File: src/design/rtcs_pkg.sv
// Shared constants, codes and request types of the rectangle table search unit.
`timescale 1ns / 1ps

package rtcs_pkg;

  localparam int MAX_RECTS_DEF  = 64;
  localparam int COORD_BITS_DEF = 10;

  localparam int FIELD_W = 10;   // coordinate field width on the channel
  localparam int IDX_W   = 6;    // match_index width
  localparam int CAP_W   = 7;    // capacity register width

  localparam logic [CAP_W-1:0] CAP_RESET = 7'd64;

  localparam logic OP_CHECK = 1'b0;
  localparam logic OP_ADD   = 1'b1;

  typedef enum logic [1:0] {
    ST_IDLE,
    ST_SCAN,
    ST_FINISH
  } state_t;

  typedef struct packed {
    logic               operation;
    logic [FIELD_W-1:0] rect_top;
    logic [FIELD_W-1:0] rect_bottom;
    logic [FIELD_W-1:0] rect_left;
    logic [FIELD_W-1:0] rect_right;
  } in_req_t;

  typedef struct packed {
    logic             found;
    logic [IDX_W-1:0] match_index;
    logic             stored;
  } out_req_t;

endpackage

File: src/design/rtcs_if.sv
// Valid/ready channel interfaces for the input and result requests.
`timescale 1ns / 1ps

interface rtcs_in_if;
  import rtcs_pkg::*;

  logic    valid;
  logic    ready;
  in_req_t req;

  modport source (output valid, output req, input ready);
  modport sink   (input valid, input req, output ready);
endinterface

interface rtcs_out_if;
  import rtcs_pkg::*;

  logic     valid;
  logic     ready;
  out_req_t req;

  modport source (output valid, output req, input ready);
  modport sink   (input valid, input req, output ready);
endinterface

File: src/design/rtcs_ram.sv
// Generic single-write, single-read RAM with registered read data.
`timescale 1ns / 1ps

module rtcs_ram #(
  parameter int WIDTH  = 40,
  parameter int DEPTH  = 64,
  parameter int ADDR_W = (DEPTH > 1) ? $clog2(DEPTH) : 1
) (
  input  logic              clk,
  input  logic              we,
  input  logic [ADDR_W-1:0] waddr,
  input  logic [WIDTH-1:0]  wdata,
  input  logic              re,
  input  logic [ADDR_W-1:0] raddr,
  output logic [WIDTH-1:0]  rdata
);

  logic [WIDTH-1:0] mem [DEPTH];

  always_ff @(posedge clk) begin
    if (we) begin
      mem[waddr] <= wdata;
    end
    if (re) begin
      rdata <= mem[raddr];
    end
  end

endmodule

File: src/design/rectangle_table_contain_search_unit.sv
// Top level of the rectangle table with first-match containment search.
`timescale 1ns / 1ps

// Usage
//   in_ch  : input requests (operation, rect_top/bottom/left/right), valid/ready.
//            operation add appends the rectangle while the table is below
//            min(capacity, MAX_RECTS); operation check scans the table.
//   out_ch : one result request per input request (found, match_index, stored).
//   cfg_we / cfg_wdata : writes the capacity register; write only while idle.
// Sequencing
//   add   : the input moves the sequencer to the finish state, which loads the
//           result into the output register once that register is free.
//   check : the scan reads stored entries in order and ends at the first match
//           or the last stored entry; then the finish state loads the result.
//           Empty table: no scan. The table RAM gives one entry per cycle.
//   in_ch.ready is high only while the sequencer is idle: one request at a time.
//   The next request can be taken in the cycle after a result is loaded.
// Reset: table empty, capacity 64, no result pending. RAM contents are not
//   cleared; entries are read only after they are written.
// Stall: a finished result sits in the output register until out_ch.ready;
//   the next input request is taken meanwhile, and its result waits in the
//   finish state until the output register frees up.
module rectangle_table_contain_search_unit #(
  parameter int MAX_RECTS  = rtcs_pkg::MAX_RECTS_DEF,
  parameter int COORD_BITS = rtcs_pkg::COORD_BITS_DEF
) (
  input  logic                    clk,
  input  logic                    rst,
  rtcs_in_if.sink                 in_ch,
  rtcs_out_if.source              out_ch,
  input  logic                    cfg_we,
  input  logic [rtcs_pkg::CAP_W-1:0] cfg_wdata
);
  import rtcs_pkg::*;

  // coordinate bits actually kept (field carries FIELD_W bits)
  localparam int W  = (COORD_BITS < FIELD_W) ? COORD_BITS : FIELD_W;
  localparam int AW = (MAX_RECTS > 1) ? $clog2(MAX_RECTS) : 1;
  localparam int CW = $clog2(MAX_RECTS + 1);
  localparam int MW = (CW > CAP_W) ? CW : CAP_W;
  localparam int EW = 4 * W;

  state_t state, state_next;

  logic [CAP_W-1:0] capacity;
  logic [CW-1:0]    count;     // stored entries
  logic [CW-1:0]    ptr;       // next entry to read
  logic             cmp_vld;   // RAM data is valid for cmp_idx
  logic [AW-1:0]    cmp_idx;

  // grown query
  logic [W-1:0]     q_gt, q_gl;
  logic [W:0]       q_gb, q_gr;

  // pending result
  logic             res_found;
  logic [AW-1:0]    res_idx;
  logic             res_stored;

  logic             out_valid;
  out_req_t         out_req;

  logic             accept;
  logic             is_add;
  logic             can_store;
  logic             rd_en;
  logic             hit;
  logic             last;
  logic             out_free;

  logic [W-1:0]     in_top, in_bottom, in_left, in_right;
  logic [EW-1:0]    wdata, rdata;
  logic [W-1:0]     e_top, e_bottom, e_left, e_right;

  assign in_top    = in_ch.req.rect_top[W-1:0];
  assign in_bottom = in_ch.req.rect_bottom[W-1:0];
  assign in_left   = in_ch.req.rect_left[W-1:0];
  assign in_right  = in_ch.req.rect_right[W-1:0];
  assign wdata     = {in_top, in_bottom, in_left, in_right};

  assign e_top    = rdata[4*W-1:3*W];
  assign e_bottom = rdata[3*W-1:2*W];
  assign e_left   = rdata[2*W-1:W];
  assign e_right  = rdata[W-1:0];

  assign in_ch.ready = (state == ST_IDLE);
  assign accept      = in_ch.valid && in_ch.ready;
  assign is_add      = (in_ch.req.operation == OP_ADD);
  assign can_store   = (MW'(count) < MW'(capacity)) && (count < CW'(MAX_RECTS));
  assign out_free    = !out_valid || out_ch.ready;

  // one entry read per cycle while scanning
  assign rd_en = (state == ST_SCAN) && (ptr < count);

  // the shared compare unit
  assign hit  = cmp_vld && (q_gt <= e_top) && (q_gb >= {1'b0, e_bottom}) &&
                (q_gl <= e_left) && (q_gr >= {1'b0, e_right});
  assign last = cmp_vld && ((CW'(cmp_idx) + CW'(1)) == count);

  rtcs_ram #(
    .WIDTH (EW),
    .DEPTH (MAX_RECTS)
  ) u_table (
    .clk   (clk),
    .we    (accept && is_add && can_store),
    .waddr (count[AW-1:0]),
    .wdata (wdata),
    .re    (rd_en),
    .raddr (ptr[AW-1:0]),
    .rdata (rdata)
  );

  always_comb begin
    state_next = state;
    case (state)
      ST_IDLE: begin
        if (accept) begin
          if (is_add || (count == '0)) begin
            state_next = ST_FINISH;
          end else begin
            state_next = ST_SCAN;
          end
        end
      end
      ST_SCAN: begin
        if (hit || last) begin
          state_next = ST_FINISH;
        end
      end
      ST_FINISH: begin
        if (out_free) begin
          state_next = ST_IDLE;
        end
      end
      default: state_next = ST_IDLE;
    endcase
  end

  always_ff @(posedge clk) begin
    if (rst) begin
      state <= ST_IDLE;
    end else begin
      state <= state_next;
    end
  end

  // control state
  always_ff @(posedge clk) begin
    if (rst) begin
      capacity  <= CAP_RESET;
      count     <= '0;
      ptr       <= '0;
      cmp_vld   <= 1'b0;
      out_valid <= 1'b0;
    end else begin
      if (cfg_we) begin
        capacity <= cfg_wdata;
      end
      if (accept && is_add && can_store) begin
        count <= count + CW'(1);
      end
      if (accept) begin
        ptr <= '0;
      end else if (rd_en) begin
        ptr <= ptr + CW'(1);
      end
      cmp_vld <= rd_en;
      if ((state == ST_FINISH) && out_free) begin
        out_valid <= 1'b1;
      end else if (out_ch.valid && out_ch.ready) begin
        out_valid <= 1'b0;
      end
    end
  end

  // payload: query, scan index, result
  always_ff @(posedge clk) begin
    if (rd_en) begin
      cmp_idx <= ptr[AW-1:0];
    end
    if (accept) begin
      q_gt       <= (in_top == '0) ? '0 : in_top - W'(1);
      q_gl       <= (in_left == '0) ? '0 : in_left - W'(1);
      q_gb       <= {1'b0, in_bottom} + (W + 1)'(1);
      q_gr       <= {1'b0, in_right} + (W + 1)'(1);
      res_found  <= 1'b0;
      res_idx    <= '0;
      res_stored <= is_add && can_store;
    end else if ((state == ST_SCAN) && hit) begin
      res_found <= 1'b1;
      res_idx   <= cmp_idx;
    end
    if ((state == ST_FINISH) && out_free) begin
      out_req.found       <= res_found;
      out_req.match_index <= IDX_W'(res_idx);
      out_req.stored      <= res_stored;
    end
  end

  assign out_ch.valid = out_valid;
  assign out_ch.req   = out_req;

  // table never grows past its depth
  a_count_max: assert property (@(posedge clk) disable iff (rst)
    count <= CW'(MAX_RECTS))
    else $error("entry count above table depth");

  // scan reads stay inside the written entries
  a_read_written: assert property (@(posedge clk) disable iff (rst)
    rd_en |-> (ptr < count))
    else $error("scan read of an unwritten entry");

  // an accepted add with room bumps the count by one
  a_add_count: assert property (@(posedge clk) disable iff (rst)
    (accept && is_add && can_store) |=> (count == $past(count) + CW'(1)))
    else $error("add did not advance entry count");

  // a result is loaded only into a free output register
  a_no_overwrite: assert property (@(posedge clk) disable iff (rst)
    (out_valid && !out_ch.ready) |=> (out_valid && $stable(out_req)))
    else $error("pending result overwritten");

endmodule

File: src/flat_wrapper.sv
// flat-port wrapper written by rule: the top's interface ports become plain ports
module rectangle_table_contain_search_unit_flat import rtcs_pkg::*;
#(
  parameter int MAX_RECTS  = rtcs_pkg::MAX_RECTS_DEF,
  parameter int COORD_BITS = rtcs_pkg::COORD_BITS_DEF
)
  (clk, rst, cfg_we, cfg_wdata, in_ch_valid, in_ch_req, in_ch_ready, out_ch_valid, out_ch_req, out_ch_ready);
  rtcs_in_if in_ch_i ();
  rtcs_out_if out_ch_i ();
  input  logic clk;
  input  logic rst;
  input  logic cfg_we;
  input  logic [rtcs_pkg::CAP_W-1:0] cfg_wdata;
  input wire logic [$bits(in_ch_i.valid)-1:0] in_ch_valid;
  input wire logic [$bits(in_ch_i.req)-1:0] in_ch_req;
  output wire logic [$bits(in_ch_i.ready)-1:0] in_ch_ready;
  output wire logic [$bits(out_ch_i.valid)-1:0] out_ch_valid;
  output wire logic [$bits(out_ch_i.req)-1:0] out_ch_req;
  input wire logic [$bits(out_ch_i.ready)-1:0] out_ch_ready;
  assign in_ch_i.valid = in_ch_valid;
  assign in_ch_i.req = in_ch_req;
  assign in_ch_ready = in_ch_i.ready;
  assign out_ch_valid = out_ch_i.valid;
  assign out_ch_req = out_ch_i.req;
  assign out_ch_i.ready = out_ch_ready;
  rectangle_table_contain_search_unit #(.MAX_RECTS(MAX_RECTS), .COORD_BITS(COORD_BITS)) u_core (.clk(clk), .rst(rst), .in_ch(in_ch_i), .out_ch(out_ch_i), .cfg_we(cfg_we), .cfg_wdata(cfg_wdata));
endmodule
File: config.mk
export PLATFORM = sky130hd
export DESIGN_NAME = rectangle_table_contain_search_unit_flat
export DESIGN_NICKNAME = d
export VERILOG_FILES = /design/src/design/rtcs_pkg.sv /design/src/design/rtcs_if.sv /design/src/design/rtcs_ram.sv /design/src/design/rectangle_table_contain_search_unit.sv /design/src/flat_wrapper.sv
export SDC_FILE = /design/constraint.sdc
export NUM_CORES = 2
export LEC_CHECK = 0
export BUFFER_PORTS_ARGS = -buffer_cell sky130_fd_sc_hd__buf_2
export CAP_MARGIN = 30
export CORE_UTILIZATION = 40
export CTS_BUF_LIST = sky130_fd_sc_hd__clkbuf_8
export CTS_CLUSTER_DIAMETER = 50
export DETAILED_ROUTE_END_ITERATION = 8
export PLACE_DENSITY_LB_ADDON = 0.1
export SKIP_LAST_GASP = 1
export SYNTH_ARGS = -nofsm -noshare
export SYNTH_HDL_FRONTEND = slang
export SYNTH_SLANG_ARGS = --single-unit
File: constraint.sdc
create_clock -name clk -period 6.8 [get_ports clk]
set_input_delay 1.36 -clock clk [delete_from_list [all_inputs] [get_ports clk]]
set_output_delay 1.36 -clock clk [all_outputs]
set_load 0.02 [all_outputs]
==> results.txt <==
critical-path cell list -> nor2_1, nand2_1, buf_4, nor2_1, o2111ai_2, buf_4, nor2_4, buf_4
average size of a mapped cell -> 23.8 µm²
Post-Syn Area -> 0.103 mm²
routed wire length -> 264000 µm
Longest Clk Path Bufs -> 4
Layout Area Growth over Synthesis -> 13.5%
post-placement worst setup slack -> 1.74 ns
hold buffer count at CTS -> 0
unrepaired setup endpoints after global routing -> no
CP Launch Type -> flip-flop
Synth Instances -> 4349
Post-synth EDFFs -> 2657
Final Slew Violations -> 0
LEAKAGE -> 35.9 nW
largest fanout on the critical path -> 25
DRC -> 0
NumNets Final -> 4939
GPL Wtd Cong -> 0.802
status -> finished clean
Die Y -> 511 µm
largest net degree at the start of global routing -> 105
Final Cycle Share -> 59.2%
design area -> 0.117 mm²
Routed WL per cell -> 30.8 µm
Max Clock Skew -> 0.0877 ns
Area after DPL -> 0.109 mm²
First-pass DRT Iterations -> 7
worst slew pin tran -> 1.04 ns
WHS Path Cells -> 0
post-synth cell types -> 51
Synth Register Bits -> 2689
Clock Tree Root -> clkbuf_8
post-DR vias/cell -> 5.53
die area -> 0.261 mm²
placed cells -> 7745
commonest non-fill, non-tap cell in the layout -> edfxtp_1
Reg2Reg Depth -> 8
HPWL after detailed placement -> 153000 µm
most frequent cells in the layout -> edfxtp_1, mux4_2, clkbuf_8
IO Port Bufs -> 62
Final WS setup -> 2.77 ns
WP data required -> 7.55 ns
Post-CTS Resized -> 0
CTS sink cnt -> 2689
Top FF cell, synth -> edfxtp_1
Initial Util -> 40.3%
Num CTS Buffers -> 459
Synth async-reset ratio -> 0%
Reg clk slew, reported paths -> 0.06 ns
Final setup viols -> 0
Setup CP Type -> flip-flop to flip-flop
register area share after synthesis -> 77.7%
DRT iter0 DRCs -> 4483
initial antenna violation count -> 13
top-area cell type share of the netlist area -> 77.1%
CORE AREA -> 0.257 mm²
Hold/Removal Path Class -> flip-flop to flip-flop
DR vias -> 47497
fin crit period -> 4.03 ns
total track usage -> 20.2%
Max IR drop VDD -> 0.182 mV
Max Fclk -> 0.248 GHz
Final Non-Filler Cells -> 8587
std cell rows -> 186
antenna viol nets, final -> 0
clock latency reported for the late side of the worst-skew pair -> 1.11 ns
H-tree depth reported by CTS -> 5
IO Count -> 63
leading area contributor after synthesis -> edfxtp_1
Chip Width -> 511 µm
critical path endpoint category -> flip-flop
cell mode on critical path -> buf_4
syn_nets -> 4462
Reg2Reg Setup Slack -> 2.77 ns
crit path DAT -> 4.78 ns
slowest library cell on the worst path -> nor2_1
share of cells above drive strength 1 -> 32.5%
Fin Setup TNS -> 0 ns
PD cells -> 275 mW/mm²
first-pass GRT wire length -> 376000 µm
remaining global-route overflow -> 0
hold slack -> 0.418 ns
CTS tree -> built
relative slew slack -> 30.5%
Yosys Warn Count -> 0
top area cells in the synthesized netlist -> edfxtp_1, mux4_2, ha_1
vias in the first global route -> 49503
Post-CTS Setup Inserts -> 0
final count of hold timing violations -> 0
MaxCap Viol Count -> 0
CP max stage delay -> 0.80 ns
[worst max-delay path: cells and delay by family (launching register included)]
family / cells / cell delay, ns
AO/OA/AOI/OAI: 1 / 0.66
AND/OR/NAND/NOR: 4 / 1.68
buffers and inverters: 3 / 0.98
flip-flops: 1 / 0.35
[registers in the layout, summed over array words and instances (netlist names), 7 cells and up]
name,cells
u_core.u_table.rdata,40
u_core.u_table.mem,2560
u_core.capacity,7
u_core.ptr,7
u_core.q_gl,10
u_core.q_gb,11
u_core.out_ch.req,8
u_core.q_gr,11
u_core.q_gt,10
u_core.count,7
[power by group]
group	switching [mW]	leakage (nW)	internal [mW]	total [mW]
sequential	0.0292	24.2	18.3	18.3
clock	6.46	4.73	6.84	13.3
combinational	0.507	7.01	0.139	0.646
[worst paths after layout]
check | startpoint | end
hold reg to reg | u_core.res_stored | u_core.out_ch.req[0]
setup reg to reg | u_core.state[1] | u_core.u_table.mem[58][38]
hold / removal | u_core.res_stored | u_core.out_ch.req[0]
setup / recovery | u_core.state[1] | u_core.u_table.mem[58][38]
[metal layers]
metal | global-route usage, % | wire length (µm)
met3 | 3.06 | 13000
met1 | 29.4 | 119000
met4 | 4.80 | 5020
met2 | 32.2 | 128000
met5 | 0 | 0
[cell type report]
class / count / area (µm²)
fill: 21659 / 139000
sequential: 2689 / 80400
multi-input combinational: 1377 / 22400
clock buffer: 466 / 6410
tap: 3384 / 4230
timing repair buffer: 228 / 1880
clock inverter: 358 / 1840
inverter: 71 / 267
antenna: 14 / 35.0
[stage by stage]
step	power, mW	utilization (%)
final	32.3	45.7
after global routing	33.4	45.7
after CTS	32.6	45.7
after detailed placement	19.3	42.5
after global placement	19.3	42.4
after floorplan	18.8	-
[cell usage after synthesis (7+ instances only)]
library cell  instances
nor4_1               10
xor2_1                7
ha_1                 60
buf_4                 7
mux2_2                7
buf_6                12
a211oi_1              8
or3_1                 8
dfxtp_1              32
buf_2                54
nor3_1               15
nand2b_1             14
inv_1                68
mux2i_1              16
o21ai_0              16
nand2_1              75
xnor2_1              24
nor2b_1               8
a22oi_1              80
nand4_1              12
edfxtp_1           2657
a21oi_1              24
mux4_2              800
buf_1                17
nor2_1              112
a21o_1                7
nand3_1              29
clkbuf_1            122
o2111ai_1             8
[cells by family after synthesis]
| family | after synthesis | synth area share (%) |
|---|---|---|
| compound gates | 166 | 1.13 |
| xor+xnor | 31 | 0.262 |
| fa+ha+maj | 60 | 0.726 |
| buf+inv | 283 | 1.20 |
| flops | 2689 | 77.7 |
| mux | 823 | 17.6 |
| simple gates | 297 | 1.31 |
Note: power is estimated with default switching activity, not from simulation.
